--- src/hw/rtl/trv_pkg.sv ---
`default_nettype none

package trv_pkg;

   localparam int unsigned MAX_DEPTH = 255;

   localparam logic [1:0] STATUS_DONE     = 2'd0;
   localparam logic [1:0] STATUS_TRUNC    = 2'd1;
   localparam logic [1:0] STATUS_OVERFLOW = 2'd2;

   localparam logic [7:0] MAX_RECORDS_RESET = 8'd8;

   typedef struct packed {
      logic [7:0] data_byte;
      logic       buffer_end;
   } trv_req_type;

   typedef struct packed {
      logic [1:0]  status;
      logic [7:0]  record_index;
      logic [7:0]  deepest_level;
      logic [31:0] text_chars;
      logic        no_more;
   } trv_rsp_type;

   typedef struct packed {
      logic        valid;
      trv_rsp_type rsp;
   } trv_result_type;

endpackage

`default_nettype wire

--- src/hw/rtl/trv_parser.sv ---
`default_nettype none

module trv_parser (
   input  wire logic                    clock,
   input  wire logic                    reset,
   input  wire logic                    accept,
   input  wire trv_pkg::trv_req_type    req,
   input  wire logic                    csr_wr_en,
   input  wire logic [7:0]              csr_wr_data,
   output trv_pkg::trv_result_type      result
);
   import trv_pkg::*;

   typedef enum logic [1:0] {
      PH_ROOT  = 2'd0,
      PH_NAME  = 2'd1,
      PH_AFTER = 2'd2
   } phase_type;

   phase_type   phase_ff, phase_in;
   logic [7:0]  name_left_ff, name_left_in;
   logic [7:0]  cur_level_ff, cur_level_in;
   logic [7:0]  max_level_ff, max_level_in;
   logic [31:0] char_total_ff, char_total_in;
   logic [7:0]  records_done_ff, records_done_in;
   logic        stopped_ff, stopped_in;
   logic [7:0]  max_records_ff;

   logic        is_root;
   logic [8:0]  next_level;
   logic [7:0]  add_level;
   logic [31:0] add_base;
   logic [32:0] add_sum;
   logic [31:0] sat_total;
   logic [8:0]  rec_count;
   logic        rec_limit;

   assign is_root    = (phase_ff != PH_NAME) && (phase_ff != PH_AFTER);
   assign next_level = {1'b0, cur_level_ff} + 9'd1;
   assign add_level  = is_root ? 8'd0 : next_level[7:0];
   assign add_base   = is_root ? 32'd0 : char_total_ff;
   assign add_sum    = {1'b0, add_base} + {25'd0, add_level} + {25'd0, req.data_byte} + 33'd2;
   assign sat_total  = add_sum[32] ? 32'hFFFF_FFFF : add_sum[31:0];
   assign rec_count  = {1'b0, records_done_ff} + 9'd1;
   assign rec_limit  = rec_count >= {1'b0, max_records_ff};

   always_comb begin
      logic done_rec;
      logic overflow;
      phase_in        = phase_ff;
      name_left_in    = name_left_ff;
      cur_level_in    = cur_level_ff;
      max_level_in    = max_level_ff;
      char_total_in   = char_total_ff;
      records_done_in = records_done_ff;
      stopped_in      = stopped_ff;
      result          = '0;
      done_rec        = 1'b0;
      overflow        = 1'b0;

      if (accept && !stopped_ff) begin
         unique case (phase_ff)
            PH_NAME: begin
               name_left_in = name_left_ff - 8'd1;
               if (name_left_ff == 8'd1) begin
                  phase_in = PH_AFTER;
               end
            end
            PH_AFTER: begin
               if (req.data_byte != 8'd0) begin
                  if (next_level > 9'(MAX_DEPTH)) begin
                     overflow = 1'b1;
                  end else begin
                     cur_level_in  = next_level[7:0];
                     char_total_in = sat_total;
                     if (next_level[7:0] > max_level_ff) begin
                        max_level_in = next_level[7:0];
                     end
                     name_left_in = req.data_byte;
                     phase_in     = PH_NAME;
                  end
               end else if (cur_level_ff == 8'd0) begin
                  done_rec = 1'b1;
               end else begin
                  cur_level_in = cur_level_ff - 8'd1;
               end
            end
            default: begin
               cur_level_in  = 8'd0;
               max_level_in  = 8'd0;
               char_total_in = sat_total;
               name_left_in  = req.data_byte;
               phase_in      = (req.data_byte != 8'd0) ? PH_NAME : PH_AFTER;
            end
         endcase

         result.rsp.record_index  = records_done_ff;
         result.rsp.deepest_level = max_level_in;
         result.rsp.text_chars    = char_total_in;

         if (overflow) begin
            result.valid       = 1'b1;
            result.rsp.status  = STATUS_OVERFLOW;
            result.rsp.no_more = 1'b1;
            stopped_in         = 1'b1;
         end else if (done_rec) begin
            result.valid       = 1'b1;
            result.rsp.status  = STATUS_DONE;
            result.rsp.no_more = rec_limit || req.buffer_end;
            phase_in           = PH_ROOT;
            records_done_in    = rec_count[7:0];
            if (rec_limit) begin
               stopped_in = 1'b1;
            end
         end else if (req.buffer_end) begin
            result.valid       = 1'b1;
            result.rsp.status  = STATUS_TRUNC;
            result.rsp.no_more = 1'b1;
         end
      end

      // buffer end restarts everything but the register
      if (accept && req.buffer_end) begin
         phase_in        = PH_ROOT;
         name_left_in    = 8'd0;
         cur_level_in    = 8'd0;
         max_level_in    = 8'd0;
         char_total_in   = 32'd0;
         records_done_in = 8'd0;
         stopped_in      = 1'b0;
      end
   end

   always_ff @(posedge clock) begin
      if (reset) begin
         phase_ff        <= PH_ROOT;
         name_left_ff    <= 8'd0;
         cur_level_ff    <= 8'd0;
         max_level_ff    <= 8'd0;
         char_total_ff   <= 32'd0;
         records_done_ff <= 8'd0;
         stopped_ff      <= 1'b0;
         max_records_ff  <= MAX_RECORDS_RESET;
      end else begin
         phase_ff        <= phase_in;
         name_left_ff    <= name_left_in;
         cur_level_ff    <= cur_level_in;
         max_level_ff    <= max_level_in;
         char_total_ff   <= char_total_in;
         records_done_ff <= records_done_in;
         stopped_ff      <= stopped_in;
         if (csr_wr_en) begin
            max_records_ff <= csr_wr_data;
         end
      end
   end

endmodule

`default_nettype wire

--- src/hw/rtl/tree_record_validator_top.sv ---
`default_nettype none

// Channel   Direction  Handshake          Payload
// req_      in         req_valid/stall    trv_req_type: data_byte, buffer_end
// rsp_      out        rsp_valid/stall    trv_rsp_type: status, record_index,
//                                           deepest_level, text_chars, no_more
// csr_      in         csr_wr_en          csr_wr_data: max_records
//
// One request per cycle while req_stall is low; results are registered onto rsp_.
// The parse state updates in the same cycle the byte is taken.
// Output register plus one skid entry: req_stall rises only when both are full.
// Sync reset clears parse state and both valid flags, and sets max_records to 8.

module tree_record_validator_top (
   input  wire logic          clock,
   input  wire logic          reset,
   input  wire logic          req_valid,
   output logic               req_stall,
   input  wire trv_pkg::trv_req_type req_data,
   output logic               rsp_valid,
   input  wire logic          rsp_stall,
   output trv_pkg::trv_rsp_type rsp_data,
   input  wire logic          csr_wr_en,
   input  wire logic [7:0]    csr_wr_data
);
   import trv_pkg::*;

   logic           accept;
   logic           take;
   trv_result_type result;

   logic           out_valid_ff, out_valid_in;
   trv_rsp_type    out_data_ff, out_data_in;
   logic           skid_valid_ff, skid_valid_in;
   trv_rsp_type    skid_data_ff, skid_data_in;

   assign accept    = req_valid && !skid_valid_ff;
   assign take      = out_valid_ff && !rsp_stall;
   assign req_stall = skid_valid_ff;
   assign rsp_valid = out_valid_ff;
   assign rsp_data  = out_data_ff;

   trv_parser u_parser (
      .clock       (clock),
      .reset       (reset),
      .accept      (accept),
      .req         (req_data),
      .csr_wr_en   (csr_wr_en),
      .csr_wr_data (csr_wr_data),
      .result      (result)
   );

   always_comb begin
      out_valid_in  = out_valid_ff;
      out_data_in   = out_data_ff;
      skid_valid_in = skid_valid_ff;
      skid_data_in  = skid_data_ff;
      if (skid_valid_ff) begin
         // advance the skid entry once the output drains
         if (take) begin
            out_data_in   = skid_data_ff;
            skid_valid_in = 1'b0;
         end
      end else if (!out_valid_ff || take) begin
         out_valid_in = result.valid;
         out_data_in  = result.rsp;
      end else if (result.valid) begin
         skid_valid_in = 1'b1;
         skid_data_in  = result.rsp;
      end
   end

   always_ff @(posedge clock) begin
      if (reset) begin
         out_valid_ff  <= 1'b0;
         skid_valid_ff <= 1'b0;
      end else begin
         out_valid_ff  <= out_valid_in;
         skid_valid_ff <= skid_valid_in;
      end
   end

   always_ff @(posedge clock) begin
      out_data_ff  <= out_data_in;
      skid_data_ff <= skid_data_in;
   end

endmodule

`default_nettype wire

--- config.mk ---
export PLATFORM = sky130hd
export DESIGN_NAME = tree_record_validator_top
export DESIGN_NICKNAME = d
export VERILOG_FILES = /design/src/hw/rtl/trv_pkg.sv /design/src/hw/rtl/trv_parser.sv /design/src/hw/rtl/tree_record_validator_top.sv
export SDC_FILE = /design/constraint.sdc
export NUM_CORES = 1
export LEC_CHECK = 0
export ABC_AREA = 0
export BUFFER_PORTS_ARGS = -buffer_cell sky130_fd_sc_hd__buf_2
export CAP_MARGIN = 20
export CORE_ASPECT_RATIO = 0.7
export CORE_UTILIZATION = 48
export DETAILED_ROUTE_END_ITERATION = 12
export PLACE_DENSITY = 0.66
export SETUP_SLACK_MARGIN = 0.1
export SYNTH_ARGS = -nofsm -noshare
export SYNTH_HDL_FRONTEND = slang
export SYNTH_HIERARCHICAL = 1
export SYNTH_SLANG_ARGS = --single-unit
--- constraint.sdc ---
create_clock -name clock -period 11.6 [get_ports clock]
set_input_delay 1.16 -clock clock [delete_from_list [all_inputs] [get_ports clock]]
set_output_delay 1.16 -clock clock [all_outputs]
set_load 0.03 [all_outputs]
==> summary.md, run 1 <==
| Metric | Value |
|---|---|
| Status | finished clean |
| Synth Instances | approximately 1,000 |
| Final ANT Viol Nets | 0 |
| Crit start category | register |
| Crit-path max FO | 53 |
| WHS Path Cells | 2 |
| Register area share after synthesis | between 40% and 50% |
| Final WL | approximately 26,000 um |
| CTS sink cnt | ~180 |
| Number of global-route vias before repair | ~7,300 |
| Storage cell area | about 0.0046 mm2 |
| Layout cells sized above 1 | between 10% and 20% |
| Ys flop type | edfxtp_1 |
| Post-synth top area cell | edfxtp_1 |
| Crit path kind | reg -> reg |
| Pin count of the biggest net entering global routing | 61 |
| # hold bufs at CTS | 0 |
| Die Y | roughly 120 um |
| Diodes inserted | 0 |
| Worst Path Required | around 12,000 ps |
| CP max stage delay | 860 ps |
| Post-layout min period | 6040 ps |
| Hold path start | u_parser/max_records_ff[4] |
| Initial Util | just under 50% |
| Hold endpoint | u_parser/max_records_ff[4] |
| Yosys reg bits | roughly 180 |
| Worst path slowest cell | clkinv_1 |
| Initial DRC Count | approximately 740 |
| Core area | between 0.02 and 0.025 mm2 |
| # Post-CTS Setup Buffers | 0 |
| First-pass GRT wire length | between 40,000 and 50,000 um |
| Maximum vdd ir drop | 0.0000886 V |
| Worst Path Arrival | a little over 6000 ps |
| Clock transition at the registers of the reported paths | 70 ps |
| Most Frequent Cell on Critical Path | ha_1 |
| DR vias/cell | approximately 6.0 |
| Top cell type's share of synthesized area | between 30% and 40% |
| Vias | around 8,100 |
| Area of the multi-input gates | a little over 0.005 mm2 |
| Fin Clk Skew | 9.32 ps |
| I/O Pins | 75 |
| Worst min-delay path class | reg -> reg |
| Drt wl/cell | approximately 19 um |
| Rows | 44 |
| Distinct cells, synth | a little over 80 |
| RSZ-0062 raised after global routing | no |
| GRT Residual Overflow | 0 |
| Final setup fails | 0 |
| FF-to-FF End | rsp_data[21] |
| LEAKAGE | 0.00432 uW |
| Number of synthesized flops with an enable pin | around 100 |
| Final HPWL DP | 17,500 um |
| Cell area after synthesis | about 0.010 mm2 |
| Max cap viols | 0 |
| Area contributors post-synth | edfxtp_1 30%, dfxtp_1 15%, mux2_4 5.3%, a21oi_1 4.1%, ha_1 4.1% |
| Max-slew violations | 0 |
| Worst-Margin Slew | 853 ps |
| DRC | 0 |
| Fmax achieved | approximately 170 MHz |
| Worst-skew pair later-pin latency | about 430 ps |
| IO buf count | between 70 and 80 |
| Avg Inst Size Synth | between 10 and 15 um2 |
| Period Utilization, post-route | roughly 52% |
| Tot Pwr | 1460 uW |
| Htree depth | 4 |
| Most frequent cells after synthesis | 102 x edfxtp_1, 98 x nand2_1, 84 x a21oi_1 |
| Die Area | 0.0218 mm2 |
| RD Place Congestion | 0.934 |
| Slew headroom | between 40% and 50% |
| # resized after CTS | 0 |
| Reg2reg setup slack | 5560 ps |
| Synthesis Warnings | 6 |
| Crit-path cells | inv_1 > ha_1 > buf_4 > clkinv_1 > and2_1 > fa_1 > ha_1 > a21o_1 > a221o_1 > a21oi_2 > or2_2 > nand2_4 > nor3_1 > nor2_1 > o22a_1 > mux2_4 |
| Top-count cell post-synth | edfxtp_1 |
| Clock Root Buffer | clkbuf_16 |
| Pwr Density | ~130 mW/mm2 |
| Register-to-Register Path Depth | 16 |
| CP startpoint | u_parser/phase_ff[0] |
| Fin. Hold Viols | 0 |
| DRT Pass-1 Iters | 6 |
| GRT Overall Usage | about a quarter |
| Nets | 1,124 |
| CTS tree | done |
| Syn nets | 1,074 |
| Area growth, synth to finish | 11.4% |
| Total CTS buffers | 17 |
| Antenna violations before repair | 0 |
| TNS Setup | 0 ps |
| DIE WIDTH | around 180 um |
| CTS max path bufs | 2 |
| Post-synthesis async set-or-reset flop share | 0% |
| Element type at the critical path end | register |
| Worst r2r src | u_parser/phase_ff[0] |
| Filler cells | around 1,900 |
[layer usage]
| metal | global-route usage (%) | part of all wire, % | vias up |
|---|---|---|---|
| met3 | 5.01 | 8.9 | 37 |
| met5 | 0 | 0 | - |
| li1 | - | - | 3823 |
| met2 | 33.8 | 40 | 361 |
| met1 | 37.7 | 50 | 3855 |
| met4 | 6.47 | 1.4 | 0 |
[stage by stage]
stage / area (um2) / utilization [%] / hold slack (ps) / cells / worst slack, ps
floorplan: 10200 / - / 450 / 1011 / 6600
global placement: 10700 / 51.7 / 478 / 1318 / 5820
detailed placement: 10700 / 51.7 / 483 / 1318 / 5700
CTS: 11300 / 54.6 / 495 / 1350 / 5670
global route: 11300 / 54.6 / 521 / 1350 / 5230
finish: 11300 / 54.6 / 496 / 1350 / 5560
[registers in the layout, summed over array words and instances (netlist names)]
| signal | count |
|---|---|
| u_parser/cur_level_ff | 8 |
| u_parser/max_records_ff | 8 |
| req_stall | 1 |
| u_parser/stopped_ff | 1 |
| rsp_data | 51 |
| u_parser/phase_ff | 2 |
| u_parser/records_done_ff | 8 |
| skid_data_ff | 51 |
| u_parser/max_level_ff | 8 |
| u_parser/char_total_ff | 32 |
| u_parser/name_left_ff | 8 |
| rsp_valid | 1 |
[layout make-up]
class                      count  share of cell area, %
tap                          276                   3.05
clock buffer                  19                   3.82
sequential                   179                   40.7
multi-input combinational    731                   45.2
timing repair buffer          89                   4.26
clock inverter                13                   1.50
inverter                      43                   1.43
[cells in the final DEF, fill, tap and decap left out, types with 10 or more instances in the layout]
master and instances:
buf_4 15, xnor2_1 17, nand2_1 97, buf_2 74, a21oi_1 84, and2_1 18
edfxtp_1 102, a22oi_1 11, ha_1 33, a211oi_1 10, dfxtp_1 76, inv_1 42
nor4_1 10, nor3_1 20, nor2_1 77, nor2b_1 17, mux2i_1 10, o21ai_0 52
or3_1 12, clkbuf_16 17, mux2_2 16, nand3_1 20, mux2_4 36
[power by group]
| group | switching [uW] | internal [uW] | leakage, uW |
|---|---|---|---|
| sequential | 10.5 | 693 | 0.00162 |
| clock | 255 | 342 | 0.000285 |
| combinational | 111 | 50.0 | 0.00241 |
| total | 376 | 1090 | 0.00432 |
[cells by family after synthesis]
logic type / count (synthesis) / share of synthesized area, %
compound gates: 268 / 17.6
fa+ha+maj: 41 / 5.64
mux: 63 / 8.17
simple gates: 332 / 16.2
flops: 179 / 45.3
buf+inv: 101 / 4.55
xor+xnor: 27 / 2.47
[critical path: cells and delay by family (launching register included)]
kind,cells,cell delay [ps]
flops,1,390
mux,1,260
simple gates,5,1410
fa+ha+maj,3,1120
compound gates,4,1190
buf+inv,3,1400
[worst max path at each step]
stage / end / slack [ps]
2_1_floorplan: rsp_data[21] / 6600
3_5_place_dp: rsp_data[21] / 5700
6_report: rsp_data[21] / 5560
4_1_cts: rsp_data[21] / 5670
5_1_grt: rsp_data[21] / 5230
3_3_place_gp: rsp_data[21] / 5820
Power figures use the tool's default switching activity.
==> inputs of run 2 (changes only) <==
--- a/config.mk
+++ b/config.mk
@@ -5,7 +5,7 @@
 export SDC_FILE = /design/constraint.sdc
 export NUM_CORES = 1
 export LEC_CHECK = 0
-export ABC_AREA = 0
+export ABC_AREA = 1
 export BUFFER_PORTS_ARGS = -buffer_cell sky130_fd_sc_hd__buf_2
 export CAP_MARGIN = 20
 export CORE_ASPECT_RATIO = 0.7
==> constraint.sdc (replaced) <==
create_clock -name clock -period 5.95 [get_ports clock]
set_input_delay 0.595 -clock clock [delete_from_list [all_inputs] [get_ports clock]]
set_output_delay 0.595 -clock clock [all_outputs]
set_load 0.03 [all_outputs]
==> run 2 against run 1 <==
  * First-iteration DRC count up 41%
  * Wire length is 9.9% higher
  * Register-to-register slack got worse by 4100 ps
  * Flip-flop and latch count stayed put
  * Largest cell class unchanged
==> summary.md, run 2 <==
| Metric | Value |
|---|---|
| Sequential share of power | a little under half |
| DRT Pass-1 Iters | 5 |
| Synthesis Warnings | 6 |
| I/O Pins | 75 |
| Switching Share | between 20 and 30% |
| Period Utilization, post-route | about three quarters |
| Crit start category | register |
| DR vias/cell | about 5.3 |
| Most common cell after layout, fill and taps aside | nand2_1 |
| Worst r2r src | u_parser/phase_ff[0] |
| Layout cells sized above 1 | between 10% and 20% |
| Post-synth top area cell | edfxtp_1 |
| Crit-path cells | inv_1 > ha_1 > buf_4 > nor2_1 > fa_1 > inv_1 > fa_1 > inv_1 > nand3_1 > nand2_1 > nand2_1 > nand2_1 > nand2_1 > nand2_1 > nand2_2 > inv_2 > nor2_1 > nand2_1 > o211ai_1 > nand2_1 > nand2_1 > nand2_1 |
| Initial Util | between 40 and 50% |
| Hold path start | csr_wr_data[0] |
| Worst-Margin Slew | 731 ps |
| Fin. Hold Viols | 0 |
| Core area | between 0.02 and 0.025 mm2 |
| Hold slack | just under 400 ps |
| Die Area | approximately 0.023 mm2 |
| CP max stage delay | 700 ps |
| First-pass GRT wire length | between 40,000 and 50,000 um |
| GRT Residual Overflow | 0 |
| Worst setup margin | about 1400 ps |
| Clk pwr share | roughly 41% |
| Fin Clk Skew | between 10 and 15 ps |
| Int Pwr | 2050 uW |
| Worst path slowest cell | ha_1 |
| # resized after CTS | 0 |
| Cell area after synthesis | around 0.011 mm2 |
| Register-to-Register Path Depth | 22 |
| Antenna violations before repair | 0 |
| CTS tree | done |
| DRC | 0 |
| Pwr Density | between 200 and 250 mW/mm2 |
| LEAKAGE | 0.00578 uW |
| Htree depth | 4 |
| Post-layout min period | 4510 ps |
| Top-count cell post-synth | nand2_1 |
| Post-Place Worst Slack | 1500 ps |
| RD Place Congestion | 0.943 |
| Final ANT Viol Nets | 0 |
| Rows | 45 |
| Maximum vdd ir drop | between 0.0002 and 0.00025 V |
| Final setup fails | 0 |
| Max-slew violations | 0 |
| Drt wl/cell | 15.7 um |
| Final HPWL DP | 20,000 um |
| Top cell type's share of synthesized area | between 20% and 30% |
| Clock transition at the registers of the reported paths | 80 ps |
| # hold bufs at CTS | 0 |
| RSZ-0062 raised after global routing | no |
| Final non-filler cell total | 1,802 |
| Cells after DPL | ~1,800 |
| Synth Instances | approximately 1,500 |
| Die Y | 127 um |
| Yosys reg bits | 179 |
| CP startpoint | u_parser/phase_ff[0] |
| Ys flop type | edfxtp_1 |
| TNS Setup | 0 ps |
| Worst min-delay path class | in -> reg |
| Diodes inserted | 0 |
| CTS max path bufs | 2 |
| CP bufs+invs | 5 |
| Syn nets | 1,522 |
| Clock Root Buffer | clkbuf_16 |
| Most frequent cells after synthesis | 446 x nand2_1, 193 x inv_1, 127 x nor2_1 |
| Status | finished clean |
| Hold endpoint | u_parser/max_records_ff[0] |
| Slew headroom | around 51% |
| WHS Path Cells | 3 |
| Total CTS buffers | 17 |
| Crit-path max FO | 23 |
| Number of global-route vias before repair | about 8,400 |
| Family with the most delay on the worst path | simple AND/OR/NAND/NOR gates |
| Pin count of the biggest net entering global routing | between 50 and 60 |
| Distinct cells, synth | 50 |
| Post-synthesis async set-or-reset flop share | 0% |
| CTS sink cnt | around 180 |
| Area contributors post-synth | edfxtp_1 29%, nand2_1 16%, dfxtp_1 14%, inv_1 6.8%, nand3_1 5.3% |
| Element type at the critical path end | register |
| Worst-skew pair later-pin latency | between 400 and 500 ps |
| Avg Inst Size Synth | 7.36 um2 |
| Worst Path Arrival | about 4700 ps |
| GRT Overall Usage | 25.2% |
| Worst Path Required | ~6200 ps |
| Area growth, synth to finish | 10.6% |
| Nets | between 1,500 and 2,000 |
| Register area share after synthesis | between 40% and 50% |
| DIE WIDTH | between 150 and 200 um |
| Final WL | around 28,000 um |
| Fmax achieved | 221 MHz |
| Most frequent cells in the layout | 446 x nand2_1, 193 x inv_1, 126 x nor2_1, 114 x nand3_1, 102 x edfxtp_1 |
| Number of synthesized flops with an enable pin | 102 |
| Reg2reg setup slack | around 1400 ps |
| IO buf count | between 70 and 80 |
| Tot Pwr | between 2000 and 3000 uW |
| Crit path kind | reg -> reg |
| Combinational share of power | a little under an eighth |
| Sw power | ~840 uW |
| Initial DRC Count | roughly 1,000 |
| Max cap viols | 0 |
| FF-to-FF End | rsp_data[8] |
| Most Frequent Cell on Critical Path | nand2_1 |
| Vias | approximately 9,600 |
| # Post-CTS Setup Buffers | 0 |
-- run 2: cell count changes in the layout (fill, tap and decap cells not counted), moves of 15 or more --
cell     change
mux2_4      -36
xnor2_1     -15
nor2b_1     -17
nand2_1    +349
mux2_2      -16
and2_1      -17
nand3_1     +94
inv_1      +151
nor2_1      +49
o21ai_1     +22
-- run 2: how the worst max path moves through the flow --
stage | cells after the start | slack [ps] | endpoint
finish | 22 | 1440 | rsp_data[8]
global route | 22 | 1030 | rsp_data[7]
CTS | 22 | 1450 | rsp_data[8]
detailed placement | 22 | 1500 | rsp_data[8]
global placement | 22 | 1680 | rsp_data[7]
floorplan | 12 | 1600 | skid_data_ff[0]
-- run 2: cell type report --
class / instances / area [um2]
clock buffer: 17 / 425
clock inverter: 15 / 205
fill: 2076 / 9920
inverter: 200 / 756
multi-input combinational: 1023 / 5070
sequential: 179 / 4610
tap: 282 / 353
timing repair buffer: 86 / 460
-- run 2: worst min-delay path, cell delays in order --
cell and delay [ps]:
buf_2 70, nor2_1 40, nor2_1 80
-- run 2: kinds of logic after synthesis --
family / Yosys count / synth area share (%)
AO/OA/AOI/OAI: 212 / 10.7
XOR/XNOR: 19 / 1.62
adder cells (fa/ha/maj): 41 / 5.34
buffers and inverters: 257 / 10.1
flip-flops: 179 / 42.9
AND/OR/NAND/NOR: 751 / 29.3
-- run 2: layer usage --
layer | GRT usage [%] | wire length (um) | up-vias
met5 | 0 | 0 | -
met4 | 5.83 | 311 | 0
met3 | 5.99 | 2730 | 29
met2 | 33.7 | 10700 | 391
met1 | 40.1 | 14600 | 4352
li1 | - | - | 4818
-- run 2: power by group through the flow --
| stage | Clock [uW] | Combinational [uW] | Sequential (uW) |
|---|---|---|---|
| finish | 1190 | 344 | 1360 |
| global route | 1260 | 380 | 1370 |
| CTS | 1210 | 339 | 1360 |
| detailed placement | 0 | 338 | 1390 |
| global placement | 0 | 334 | 1390 |
| floorplan | 0 | 203 | 1430 |
-- run 2: through the flow --
step                      utilization [%]  area [um2]
final                                54.5       11900
after global routing                 54.5       11900
after CTS                            54.5       11900
after detailed placement             51.6       11200
after global placement               51.6       11200
after floorplan                         -       10700
==> inputs of run 3 (changes only) <==
--- a/config.mk
+++ b/config.mk
@@ -5,7 +5,7 @@
 export SDC_FILE = /design/constraint.sdc
 export NUM_CORES = 1
 export LEC_CHECK = 0
-export ABC_AREA = 1
+export ABC_AREA = 0
 export BUFFER_PORTS_ARGS = -buffer_cell sky130_fd_sc_hd__buf_2
 export CAP_MARGIN = 20
 export CORE_ASPECT_RATIO = 0.7
==> constraint.sdc (replaced) <==
create_clock -name clock -period 4.5 [get_ports clock]
set_input_delay 0.45 -clock clock [delete_from_list [all_inputs] [get_ports clock]]
set_output_delay 0.45 -clock clock [all_outputs]
set_load 0.03 [all_outputs]
==> run 3 against run 2 <==
  * Cell count shrank 24%
  * Register-to-register slack worse by 1100 ps
  * Largest cell class unchanged
  * Maximum frequency grew 7.9%
  * Critical endpoint is now rsp_data[9]
  * Sequential power grew 33%
  * Wire length fell by 5.6%
==> summary.md, run 3 (synthesis results as in run 1) <==
| Metric | Value |
|---|---|
| Top layer in use | met4 |
| Nets | roughly 1,200 |
| Htree depth | 4 |
| Element type at the critical path end | register |
| Initial DRC Count | roughly 1,000 |
| Area growth, synth to finish | 14.1% |
| Worst min-delay path class | in -> reg |
| Crit-path max FO | 16 |
| Most Frequent Cell on Critical Path | a21oi_1 |
| Maximum vdd ir drop | approximately 0.00022 V |
| DR vias/cell | between 5 and 6 |
| Fin. Hold Viols | 0 |
| WL met2 | approximately 11,000 um |
| TNS Setup | 0 ps |
| # hold bufs at CTS | 0 |
| Post-layout min period | 4180 ps |
| DRC | 0 |
| Die Y | roughly 120 um |
| Worst path slowest cell | dfxtp_1 |
| Filler cells | around 1,800 |
| Worst Path Required | ~4700 ps |
| Drt wl/cell | 19.4 um |
| Crit-path cells | nand3_2 > or3_4 > a21oi_2 > fa_1 > ha_1 > a21o_1 > a221o_1 > a21oi_4 > or2_2 > buf_4 > a21oi_1 > a21oi_1 > o22ai_1 > mux2_4 |
| Final HPWL DP | about 19,000 um |
| WL met1 | ~13,000 um |
| DIE WIDTH | around 180 um |
| CTS tree | done |
| Worst-Margin Slew | 957 ps |
| Final ANT Viol Nets | 0 |
| Max-slew violations | 0 |
| Crit start category | register |
| GRT Residual Overflow | 0 |
| DRT Pass-1 Iters | 7 |
| Diodes inserted | 0 |
| Vias | ~8,200 |
| IO buf count | 74 |
| # Post-CTS Setup Buffers | 0 |
| Worst-skew pair later-pin latency | between 400 and 500 ps |
| Period Utilization, post-route | 93.0% |
| Core area | ~0.021 mm2 |
| Layout cells sized above 1 | a little under a quarter |
| Clock transition at the registers of the reported paths | around 70 ps |
| Antenna violations before repair | 0 |
| CTS max path bufs | 2 |
| Max cap viols | 0 |
| Slew headroom | 36.2% |
| Rows | 44 |
| RSZ-0062 raised after global routing | no |
| Status | finished clean |
| Clock Root Buffer | clkbuf_16 |
| I/O Pins | between 70 and 80 |
| Worst Path Arrival | roughly 4400 ps |
| CTS sink cnt | around 180 |
| Pwr Density | approximately 320 mW/mm2 |
| Die Area | between 0.02 and 0.025 mm2 |
| Tot Pwr | 3660 uW |
| RD Place Congestion | approximately 0.96 |
| First-pass GRT wire length | between 40,000 and 50,000 um |
| Final setup fails | 0 |
| Fin Clk Skew | ~13 ps |
| Pin count of the biggest net entering global routing | 57 |
| CP max stage delay | between 400 and 500 ps |
| LEAKAGE | 0.00444 uW |
| Hold slack | roughly 240 ps |
| Crit path kind | reg -> reg |
| Fmax achieved | about 240 MHz |
| GRT Overall Usage | roughly 25% |
| Most frequent cells in the layout | 102 x edfxtp_1, 97 x nand2_1, 83 x a21oi_1, 76 x nor2_1, 75 x dfxtp_1 |
| Final WL | 26,700 um |
| Most common cell after layout, fill and taps aside | edfxtp_1 |
| Total CTS buffers | 17 |
| Final core utilization | 55.9% |
| Initial Util | between 40% and 50% |
| Number of global-route vias before repair | about 7,500 |
| Met3 wire length | 2390 um |
run 3: changes by cell type in the layout (fill, tap and decap cells not counted), sizes merged, moves of 11 or more:
cell	change
or3	+13
inv	-158
nor2	-59
nor3	+11
o21ai	-35
mux2	+52
mux2i	+11
nor2b	+17
and2	+17
nand2	-353
nand3	-95
buf	+31
xnor2	+15
run 3: where the power goes:
group	leakage [uW]	switching (uW)	internal, uW
combinational	0.00256	293	136
sequential	0.00162	25.4	1780
clock	0.000257	692	726
run 3: final timing paths:
check	startpoint	endpoint	slack, ps	cells past startpoint
min reg2reg	u_parser/max_records_ff[3]	u_parser/max_records_ff[3]	490	2
max reg2reg	u_parser/cur_level_ff[3]	rsp_data[9]	320	14
min	csr_wr_data[3]	u_parser/max_records_ff[3]	240	3
max	u_parser/cur_level_ff[3]	rsp_data[9]	320	14
run 3: per-stage QoR:
step	worst slack, ps	std cells	area, um2
5_1_grt	96.4	1378	11600
3_3_place_gp	138	1346	11000
2_1_floorplan	70.0	1011	10200
3_5_place_dp	102	1346	11000
6_report	317	1378	11600
4_1_cts	168	1378	11500
run 3: cell type report:
cell class	count	area [um2]	area share, %
clock inverters	14	123	1.06
inverters	43	165	1.42
well taps	276	345	2.98
clock buffers	18	429	3.70
multi-input cells	731	5220	45.0
flip-flops and latches	179	4610	39.7
repair buffers	117	709	6.11
run 3: layer usage:
metal  vias up  global-route usage, %
met5         -                      0
met4         0                   5.71
met3        24                   5.37
met2       386                   34.9
met1      3957                   39.5
li1       3878                      -
run 3: timing repair:
action / in CTS / in global routing
hold endpoints to repair: 0 / 0
pin swaps: 0 / 1
endpoints found under the setup margin: 1 / 26
resized for setup: 1 / 18
run 3: worst max-delay path: cells and delay by family (launching register included):
kind / cells / cell delay, ps
AO/OA/AOI/OAI: 7 / 1320
adder cells (fa/ha/maj): 2 / 830
buffers and inverters: 1 / 240
flip-flops: 1 / 450
multiplexers: 1 / 330
AND/OR/NAND/NOR: 3 / 740
